## src/hdl/ttdb_pkg.sv

```systemverilog
// Shared constants, payload types and helper functions for the tilt-to-drive block.
package ttdb_pkg;

   // Fraction bits of the angle outputs and number of CORDIC rotation cells
   localparam int ANGLE_FRAC_BITS = 8;
   localparam int CORDIC_STAGES   = 16;

   // Accumulator holds degrees in units of 2^-16
   localparam int ACC_FRAC    = 16;
   localparam int ROUND_SHIFT = ACC_FRAC - ANGLE_FRAC_BITS;
   localparam int ROUND_HALF  = 1 << (ROUND_SHIFT - 1);
   localparam int ANGLE_SCALE = 1 << ANGLE_FRAC_BITS;

   // Square root: 48-bit radicand, one root bit per cell
   localparam int SQRT_CELLS = 24;

   // Rate divide by 131000 = 8 * 16375. With a = |gyro * lead| = 2b + c:
   // (a * 65536 + 65500) / 131000 = b + (9b + 8192c + 8187) / 16375,
   // the last quotient taken by reciprocal multiply, exact below 2^28.
   localparam int          DIV_LAT          = 3;
   localparam logic [27:0] RATE_BIAS_Q      = 28'd8187;
   localparam logic [27:0] RATE_ODD_ADD     = 28'd8192;
   localparam logic [28:0] RATE_RECIP       = 29'd268582994;
   localparam int          RATE_RECIP_SHIFT = 42;

   // Both branches meet after the same number of cycles
   localparam int CORE_LAT = (DIV_LAT > SQRT_CELLS + CORDIC_STAGES) ?
                             DIV_LAT : SQRT_CELLS + CORDIC_STAGES;
   localparam int PAD_CZ  = CORE_LAT - SQRT_CELLS - CORDIC_STAGES;
   localparam int PAD_DIV = CORE_LAT - DIV_LAT;

   // Lead time register reset value, ms
   localparam logic [9:0] LEAD_RESET = 10'd100;

   // Band bounds in tenths of a degree
   localparam int B0_HI = 30;
   localparam int B1_LO = 31;
   localparam int B1_HI = 90;
   localparam int B2_LO = 91;
   localparam int B2_HI = 150;
   localparam int B3_LO = 151;
   localparam int B3_HI = 300;

   // Speed codes
   localparam logic [1:0] SPEED_50 = 2'd0;
   localparam logic [1:0] SPEED_60 = 2'd1;
   localparam logic [1:0] SPEED_90 = 2'd2;
   localparam logic [1:0] SPEED_99 = 2'd3;

   typedef struct packed {
      logic [47:0]        n;     // radicand, consumed two bits a cell
      logic [26:0]        rem;
      logic [23:0]        q;
      logic signed [15:0] ax;    // carried to the CORDIC input
   } sqrt_type;

   typedef struct packed {
      logic [24:0] q;            // rate magnitude, 2^-16 degree
      logic        neg;
   } div_type;

   typedef struct packed {
      logic signed [26:0] x;
      logic signed [26:0] y;
      logic signed [25:0] z;
      logic [4:0]         idx;
   } cordic_type;

   typedef struct packed {
      logic       valid;
      logic       reverse;
      logic [1:0] code;
   } drive_type;

   // atan(2^-i) in degrees, 2^-16 units, rounded to nearest
   function automatic logic signed [25:0] atan_deg(input logic [4:0] i);
      logic signed [25:0] a;
      case (i)
         5'd0:  a = 26'sd2949120;
         5'd1:  a = 26'sd1740967;
         5'd2:  a = 26'sd919879;
         5'd3:  a = 26'sd466945;
         5'd4:  a = 26'sd234379;
         5'd5:  a = 26'sd117304;
         5'd6:  a = 26'sd58666;
         5'd7:  a = 26'sd29335;
         5'd8:  a = 26'sd14668;
         5'd9:  a = 26'sd7334;
         5'd10: a = 26'sd3667;
         5'd11: a = 26'sd1833;
         5'd12: a = 26'sd917;
         5'd13: a = 26'sd458;
         5'd14: a = 26'sd229;
         5'd15: a = 26'sd115;
         5'd16: a = 26'sd57;
         5'd17: a = 26'sd29;
         5'd18: a = 26'sd14;
         5'd19: a = 26'sd7;
         5'd20: a = 26'sd4;
         5'd21: a = 26'sd2;
         5'd22: a = 26'sd1;
         default: a = 26'sd0;
      endcase
      return a;
   endfunction

   // Shift down to output fraction, round half away from zero, saturate
   function automatic logic signed [15:0] round_sat(input logic signed [26:0] v);
      logic [26:0]        mag;
      logic [26:0]        r;
      logic signed [27:0] sv;
      mag = v[26] ? 27'(-v) : 27'(v);
      r   = (mag + 27'(ROUND_HALF)) >> ROUND_SHIFT;
      sv  = v[26] ? -$signed({1'b0, r}) : $signed({1'b0, r});
      if (sv > 28'sd32767) return 16'sh7fff;
      if (sv < -28'sd32768) return 16'sh8000;
      return 16'(sv);
   endfunction

   // Band ladder on predicted angle, strict bounds
   function automatic drive_type band_map(input logic signed [15:0] p);
      int        p10;
      drive_type d;
      p10 = int'(p) * 10;
      d   = '0;
      if (p10 > 0 && p10 < B0_HI * ANGLE_SCALE) begin
         d = '{valid: 1'b1, reverse: 1'b0, code: SPEED_50};
      end else if (p10 > B1_LO * ANGLE_SCALE && p10 < B1_HI * ANGLE_SCALE) begin
         d = '{valid: 1'b1, reverse: 1'b0, code: SPEED_60};
      end else if (p10 > B2_LO * ANGLE_SCALE && p10 < B2_HI * ANGLE_SCALE) begin
         d = '{valid: 1'b1, reverse: 1'b0, code: SPEED_90};
      end else if (p10 > B3_LO * ANGLE_SCALE && p10 < B3_HI * ANGLE_SCALE) begin
         d = '{valid: 1'b1, reverse: 1'b0, code: SPEED_99};
      end else if ((p10 < 0 && p10 > -B0_HI * ANGLE_SCALE) ||
                   (p10 < -B1_LO * ANGLE_SCALE && p10 > -B1_HI * ANGLE_SCALE) ||
                   (p10 < -B2_LO * ANGLE_SCALE && p10 > -B2_HI * ANGLE_SCALE) ||
                   (p10 < -B3_LO * ANGLE_SCALE && p10 > -B3_HI * ANGLE_SCALE)) begin
         d = '{valid: 1'b1, reverse: 1'b1, code: SPEED_50};
      end
      return d;
   endfunction

endpackage

```

## src/hdl/ttdb_div_cell.sv

```systemverilog
// Three-stage rate divider: rate magnitude by reciprocal multiplication.
module ttdb_div_cell (
   input  logic              clock,
   input  logic              adv,
   input  logic [24:0]       mag,
   input  logic              neg,
   output ttdb_pkg::div_type cell_out
);
   logic [23:0]       half_ff, half2_ff;
   logic [27:0]       fold_ff, fold_in;
   logic [56:0]       prod_ff;
   logic              neg1_ff, neg2_ff;
   ttdb_pkg::div_type cell_ff, cell_in;

   // Fold the odd bit and bias: 9b + 8192c + 8187
   always_comb begin
      fold_in = 28'({mag[24:1], 3'b000}) + 28'(mag[24:1]) + ttdb_pkg::RATE_BIAS_Q;
      if (mag[0]) fold_in = fold_in + ttdb_pkg::RATE_ODD_ADD;
   end

   // Final quotient: b plus the folded part over 16375
   always_comb begin
      cell_in.q   = 25'(half2_ff) +
                    25'(prod_ff[56:ttdb_pkg::RATE_RECIP_SHIFT]);
      cell_in.neg = neg2_ff;
   end

   always_ff @(posedge clock) begin
      if (adv) begin
         half_ff  <= mag[24:1];
         fold_ff  <= fold_in;
         neg1_ff  <= neg;
         half2_ff <= half_ff;
         prod_ff  <= 57'(fold_ff) * 57'(ttdb_pkg::RATE_RECIP);
         neg2_ff  <= neg1_ff;
         cell_ff  <= cell_in;
      end
   end

   assign cell_out = cell_ff;
endmodule

```

## config.mk

```make
export PLATFORM = sky130hd
export DESIGN_NAME = ttdb_div_cell
export DESIGN_NICKNAME = d
export VERILOG_FILES = /design/src/hdl/ttdb_pkg.sv /design/src/hdl/ttdb_div_cell.sv
export SDC_FILE = /design/constraint.sdc
export NUM_CORES = 1
export LEC_CHECK = 0
export BUFFER_PORTS_ARGS = -buffer_cell sky130_fd_sc_hd__buf_2
export CAP_MARGIN = 10
export CELL_PAD_IN_SITES_DETAIL_PLACEMENT = 1
export CELL_PAD_IN_SITES_GLOBAL_PLACEMENT = 1
export CORE_UTILIZATION = 30
export CTS_CLUSTER_DIAMETER = 120
export CTS_CLUSTER_SIZE = 16
export DETAILED_ROUTE_END_ITERATION = 8
export PLACE_DENSITY_LB_ADDON = 0.1
export SYNTH_ARGS = -nofsm -noshare
export SYNTH_HDL_FRONTEND = slang
export SYNTH_SLANG_ARGS = --single-unit
export TNS_END_PERCENT = 100
```

## constraint.sdc

```tcl
create_clock -name clock -period 5.1 [get_ports clock]
set_clock_uncertainty 0.15 [all_clocks]
set_input_delay 0.765 -clock clock [delete_from_list [all_inputs] [get_ports clock]]
set_output_delay 0.765 -clock clock [all_outputs]
set_load 0.01 [all_outputs]
```

* Word level (Yosys, flattened, before mapping)
Index checks and enable logic that the tools add are counted.
** Word-level totals
- Word-level logic and storage cells :: 14
- Bits in registers :: 160
- Output and inout port bits :: 26
** Operators by class
- Muxes and demuxes :: 1
- $mul :: 1
- Add/sub/neg operators :: 4
** Operators by type and width (number)
- multiplier 28 x 28 -> 56 bit, second input constant :: 1
- adder 27 x 24 -> 28 bit :: 1
- adder 28 x 13 -> 28 bit, second input constant :: 1
- adder 28 x 14 -> 28 bit, second input constant :: 1
- two-way mux 28 bit :: 1
- adder 24 x 15 -> 25 bit :: 1

* Depth between registers and ports, before layout
Gate-level depths: netlist (run 1).
- Depth after elaboration :: 4
- Mapped depth :: 21

* Worst setup path before layout (run 1)
Ideal clock, no wire load.
- Path kind :: register to register
- Start point :: register fold_ff[12]
- End point :: register prod_ff[55] (data pin)
- Arrival :: 5.181 ns
- Setup time :: 0.261 ns
- Required time :: 4.689 ns
- Clock period less this slack :: 5.592 ns
- Stages on the path, launching flop included :: 22
- Slack :: -0.492 ns
- Path through :: edfxtp_1 > ha_1 > ha_1 > ha_1 > inv_1 > fa_1 > inv_1 > fa_1 > inv_1 > fa_1 > inv_1 > ha_1 > nand2_1 > nor4_1 > nand2_1 > nor4_1 > a211oi_1 > a211oi_1 > nand3_1 > a21oi_2 > nand4_1 > xnor2_1
** Between the ends
- Word-level cells in the longest chain between the ends :: 1
** Ends and longest elaborated chain
- from (decl) :: RTL line ttdb_div_cell.sv:10 : logic [27:0] fold_ff, fold_in;
- from (signal assigned) :: RTL line ttdb_div_cell.sv:31 : fold_ff <= fold_in;
- multiplier 28 x 28 -> 56 bit :: RTL line ttdb_div_cell.sv:34 : prod_ff <= 57'(fold_ff) * 57'(ttdb_pkg::RATE_RECIP);
- to (signal assigned) :: RTL line ttdb_div_cell.sv:34
- to (decl) :: RTL line ttdb_div_cell.sv:11 : logic [56:0] prod_ff;
No other way between the ends.
A chain may end at the register's enable or synchronous reset.

* Worst setup path after layout (run 1)
- Start point :: register fold_ff[12]
- End point :: register prod_ff[48] (data pin)
The elaborated chain is that of the path after synthesis.

==> run metrics, run 1 <==
Yosys warnings 0; global placement routability congestion between 0.8 and 0.9; final setup margin -0.383 ns; WHS around 0.26 ns; RSZ-0062 raised after global routing yes; register area share after synthesis between 30% and 40%; Synth Register Bits approximately 120; TritonCTS clock tree built; H-Tree Depth 4; post-synthesis cell area 11500 µm²; R2R cell count 21; Synth area leader edfxtp_1; TritonRoute pass-1 iters 4; initial drt markers 200; Post-synth top cells inv_1 (252), ha_1 (238), edfxtp_1 (119), fa_1 (73), xnor2_1 (44); Reg-to-Reg Start fold_ff[12]$_DFFE_PP_; Cell Rows 71; final setup TNS -2.73 ns; Clock Latency Late Sink 0.43 ns; Hold Vio Cnt, Final 0; ANT cells 0; syn nets 1408; status finished with violations; # setup viols final 11; critical-path cell list ha_4, ha_4, ha_4, inv_2, fa_1, inv_1, fa_1, inv_2, fa_1, inv_2, ha_4, a211o_1, a21oi_2, o211ai_1, a31o_2, a211oi_2, a211oi_2, buf_4, o21a_1, o21a_1, o31a_1; Post-Layout Cell Count around 1800; Multi-input gate area around 7500 µm²; largest net degree at the start of global routing between 50 and 60; cts bufs inserted 17; WS Path Type reg2reg; Mapped Cells 1069; fmax around 180 MHz; CP Data Required Time 5.12 ns; Post-synth ARST share 0%; crit path max fanout 3; Reg2Reg Setup Slack -0.38 ns; share of the synthesized area in the top cell type 31.1%; Worst Hold Endpoint half2_ff[21]$_DFFE_PP_; worst-margin pin slew 0.762 ns; WP data arrival about 5.5 ns; Area growth syn-to-layout 25.5%; global-route usage over all layers around 17%; maximum root-to-sink buffer count 2; drt wl/cell 17.4 µm; Area contributors post-synth edfxtp_1 (31%), ha_1 (26%), fa_1 (13%); Die Span Y about 200 µm; CP peak stage delay 0.54 ns; Final Critical Period 5.48 ns; NumNets Final 1595; PortBufs 53; Initial Utilization 30.5%; Ports 54; share of cells above drive strength 1 24.0%; clk slew on worst S/H paths 0.07 ns; Fillers 4259; worst hold path stage count 0; Placed Cells incl. Taps 1726; dpl hpwl between 20000 and 30000 µm; ys flop type edfxtp_1; Top cell by count, worst path ha_4; Pins Over Slew Limit 0; Vias/cell 4.55; most frequent cell after synthesis inv_1; clk sinks 119; Detail Route Antenna Nets 0; GRT overflow 0; CTS root buf clkbuf_16; first-pass GRT wire length 48300 µm; Final Cycle Share 108%; slowest CP cell fa_1; Post-CTS Hold Buffers 0; Residual DRC 0; Die ar. 39100 µm²; # Max-Cap Violations 0; Setup crit end kind register; Mean Syn Cell Area 10.8 µm²; vias in the first global route 8698; Distinct cells, synth 69; hold path start half_ff[21]$_DFFE_PP_; final WL roughly 31000 µm; failing checks negative setup slack; Critical R2R Capture prod_ff[48]$_DFFE_PP_; initial antenna violation count 1; Post-synth EDFFs roughly 120; core box area 37700 µm²; min-delay worst type reg2reg; startpoint types register; post-layout util about two fifths; register area roughly 3600 µm²; Die Width 198 µm; Max-slew headroom slightly below 50%; DR vias about 8000
[state kept, by name (all words and copies together), names as in the netlist]
| register | flops |
|---|---|
| half_ff | 24 |
| prod_ff | 15 |
| fold_ff | 28 |
| neg2_ff | 1 |
| cell_out | 26 |
| half2_ff | 24 |
| neg1_ff | 1 |
[critical path, delay by kind of cell, from the launching register on]
| kind | cells | cell delay [ns] |
|---|---|---|
| compound gates | 9 | 1.89 |
| flops | 1 | 0.51 |
| buf+inv | 5 | 0.31 |
| fa+ha+maj | 7 | 2.36 |
[placed cells by master (no fill, tap or decap), drive strengths merged, types with 3 or more instances in the layout]
cell     instances
a21oi           45
ha             238
o21ai           28
nand4            7
o21bai           4
clkinv           6
inv            258
a211oi           8
nand2b           7
nor2b            7
o2111ai          5
and2             3
or2              4
o211ai           6
xnor2           44
o21a            13
o31ai            4
nor4             3
nand2           37
fa              73
nor3b            3
xor2            18
buf            172
a31oi            5
nor3            12
edfxtp         119
clkbuf          17
a21o            14
nor2            40
nand3           21
or3              5
and3             8
[per-stage QoR]
stage          area [µm²]  setup WS [ns]
2_1_floorplan       11600         -0.181
3_3_place_gp        13200         -0.463
3_5_place_dp        13200         -0.524
4_1_cts             14100         -0.306
5_1_grt             14400         -0.568
6_report            14400         -0.383
[cells by family after synthesis]
kind of cell	count (synthesis)	share of synthesized area (%)
multiplexers	3	0.272
AND/OR/NAND/NOR	162	7.22
XOR/XNOR	62	4.79
buffers and inverters	256	8.38
adder cells (fa/ha/maj)	311	38.6
AO/OA/AOI/OAI	156	9.62
flip-flops	119	31.1
[worst max path at each step]
stage	cells past startpoint	from	endpoint
after floorplan	19	fold_ff[18]$_DFFE_PP_	prod_ff[55]$_DFFE_PP_
after global placement	19	fold_ff[16]$_DFFE_PP_	prod_ff[49]$_DFFE_PP_
after detailed placement	19	fold_ff[16]$_DFFE_PP_	prod_ff[49]$_DFFE_PP_
after CTS	21	fold_ff[12]$_DFFE_PP_	prod_ff[48]$_DFFE_PP_
after global routing	21	fold_ff[12]$_DFFE_PP_	prod_ff[48]$_DFFE_PP_
final	21	fold_ff[12]$_DFFE_PP_	prod_ff[48]$_DFFE_PP_
[repair_timing]
action                     CTS  global route
setup buffers               17            10
gates resized for setup     41            35
hold endpoints to repair     0             0
cloned                       0             0
pin swaps                   18            40
setup endpoints to repair   12            14
[layout make-up]
cell class	count	share of cell area, %
inverter	252	6.56
tap	511	4.43
clock buffer	17	2.95
clock inverter	15	1.15
multi-input combinational	694	52.0
timing repair buffer	172	8.15
sequential	119	24.8
[per-layer routing]
layer	track usage, %	part of all wire [%]	vias up
li1	-	-	4030
met1	23.2	50	3969
met2	27.1	46	73
met3	2.61	2.8	23
met4	3.45	1.2	0
met5	0	0	-
Power of run 1 is left out: the tool's default activity adds up to more than one toggle a clock period on the data nets, which glitch-free logic cannot reach.
==> inputs of run 2 (changes only) <==
--- a/config.mk
+++ b/config.mk
@@ -9,11 +9,12 @@
 export CAP_MARGIN = 10
 export CELL_PAD_IN_SITES_DETAIL_PLACEMENT = 1
 export CELL_PAD_IN_SITES_GLOBAL_PLACEMENT = 1
-export CORE_UTILIZATION = 30
+export CORE_UTILIZATION = 24
 export CTS_CLUSTER_DIAMETER = 120
 export CTS_CLUSTER_SIZE = 16
 export DETAILED_ROUTE_END_ITERATION = 8
 export PLACE_DENSITY_LB_ADDON = 0.1
+export SETUP_SLACK_MARGIN = 0.05
 export SYNTH_ARGS = -nofsm -noshare
 export SYNTH_HDL_FRONTEND = slang
 export SYNTH_SLANG_ARGS = --single-unit
==> constraint.sdc (replaced) <==
create_clock -name clock -period 5.1 [get_ports clock]
set_clock_uncertainty 0.15 [all_clocks]
set_input_delay 1.02 -clock clock [delete_from_list [all_inputs] [get_ports clock]]
set_output_delay 1.02 -clock clock [all_outputs]
set_load 0.01 [all_outputs]
==> run 2 against run 1 <==
Core utilization decreased by 6.9 points; final area rose by 1.9%; critical endpoint unchanged; worst hold slack got worse by 0.00055 ns; the run ends with design-rule violations, negative setup slack left; wire length is 6.1% higher.
==> run metrics, run 2 (same netlist as run 1, synthesis figures left out) <==
Crit path max-delay family adder cells; Die Width between 200 and 250 µm; Max-slew headroom 28.1%; most flop-heavy register fold_ff; CP Buf/Inv Count 6; Vias/cell 4.29; CP peak stage delay between 0.5 and 0.6 ns; WP data arrival 5.47 ns; largest net degree at the start of global routing 80; Post-DP Area 13400 µm²; critical-path cell list buf_6, ha_4, ha_4, ha_4, inv_2, fa_1, inv_2, fa_1, inv_2, fa_1, inv_2, ha_4, a211o_1, a21oi_4, o211ai_1, a31o_2, a211oi_4, a211oi_2, buf_4, o21a_1, o21a_1, o31a_1; vias in the first global route between 8000 and 9000; min-delay worst type reg2reg; startpoint types register; worst-margin pin slew 1.08 ns; status finished with violations; CP Data Required Time 5.12 ns; Die ar. 48800 µm²; share of cells above drive strength 1 25.6%; global placement routability congestion 0.785; Initial Utilization 24.5%; Detail Route Antenna Nets 0; design area between 10000 and 15000 µm²; failing checks design-rule violations, negative setup slack; dpl hpwl 28200 µm; GRT overflow 0; DP Worst Slack -0.629 ns; ANT cells 0; PortBufs 53; fmax between 150 and 200 MHz; Hold Vio Cnt, Final 0; maximum root-to-sink buffer count 2; final WL 32800 µm; clk sinks 119; Final Critical Period 5.45 ns; Setup crit end kind register; RSZ-0062 raised after global routing yes; Residual DRC 2; Post-CTS Hold Buffers 0; Final Cycle Share 107%; slowest CP cell fa_1; most frequent cells in the layout inv_1 (242), ha_1 (203), buf_4 (122); Die Span Y roughly 220 µm; Fillers approximately 5300; clk slew on worst S/H paths 0.07 ns; TritonRoute pass-1 iters 6; TritonCTS clock tree built; Pins Over Slew Limit 0; NumNets Final 1605; DR vias roughly 8100; H-Tree Depth 4; drt wl/cell ~17 µm; cts bufs inserted 17; initial antenna violation count 0; WS Path Type reg2reg; initial drt markers 267; Cell Rows 79; Clock Latency Late Sink approximately 0.43 ns; Area growth syn-to-layout 27.9%; commonest non-fill, non-tap cell in the layout inv_1; crit path max fanout 3; final setup margin -0.354 ns; CTS root buf clkbuf_16; Ports 54; max reg flops 28; first-pass GRT wire length 51300 µm; global-route usage over all layers 13.9%; core box area between 40000 and 50000 µm²; # Max-Cap Violations 0; # setup viols final 11
run 2: cell count changes in the layout (fill, tap and decap cells not counted), sizes merged:
cell,before,now
clkinv,6,2
clkinvlp,1,2
buf,172,182
bufinv,2,0
inv,258,263
run 2: path summary, 6_finish.rpt:
kind	startpoint	end	slack [ns]	cells past startpoint
hold reg to reg	half_ff[15]$_DFFE_PP_	half2_ff[15]$_DFFE_PP_	0.26	0
setup / recovery	fold_ff[12]$_DFFE_PP_	prod_ff[48]$_DFFE_PP_	-0.35	22
hold / removal	half_ff[15]$_DFFE_PP_	half2_ff[15]$_DFFE_PP_	0.26	0
setup reg to reg	fold_ff[12]$_DFFE_PP_	prod_ff[48]$_DFFE_PP_	-0.35	22
run 2: final cells by class:
class	count	area, µm²	share of cell area [%]
Multi-Input combinational cell	694	7570	51.5
Sequential cell	119	3570	24.3
Timing Repair Buffer	182	1270	8.67
Inverter	252	946	6.43
Tap cell	607	759	5.17
Clock buffer	17	425	2.89
Clock inverter	15	149	1.01
run 2: worst register-to-register path, cell delays in order, from the launching register on:
cell and delay (ns):
edfxtp_1 0.44, buf_6 0.16, ha_4 0.26, ha_4 0.17, ha_4 0.14, inv_2 0.03
fa_1 0.48, inv_2 0.04, fa_1 0.49, inv_2 0.04, fa_1 0.51, inv_2 0.05
ha_4 0.24, a211o_1 0.29, a21oi_4 0.14, o211ai_1 0.11, a31o_2 0.28, a211oi_4 0.24
a211oi_2 0.12, buf_4 0.15, o21a_1 0.20, o21a_1 0.21, o31a_1 0.25
run 2: repair_timing:
action / 4_1_cts / 5_1_grt
gates resized for setup: 69 / 27
endpoints found under the setup margin: 14 / 14
cloned: 0 / 0
buffers inserted: 19 / 9
pin swaps: 34 / 26
run 2: through the flow:
step	utilization (%)	cells	setup TNS (ns)	hold slack, ns
final	31.4	1886	-3.30	0.262
after global routing	31.4	1886	-5.81	0.277
after CTS	31.0	1878	-2.66	0.266
after detailed placement	28.6	1827	-6.16	0.255
after global placement	28.6	1827	-5.77	0.251
after floorplan	-	1069	-0.613	0.250
run 2: routing by layer:
layer | vias up | wire length (µm) | GRT usage [%] | share of wire (%)
li1 | 4043 | - | - | -
met1 | 3964 | 16900 | 19.9 | 51
met2 | 67 | 15000 | 22.6 | 46
met3 | 22 | 616 | 1.51 | 1.9
met4 | 0 | 303 | 3.11 | 0.92
met5 | - | 0 | 0 | 0
Power of run 2 is left out for the same reason.
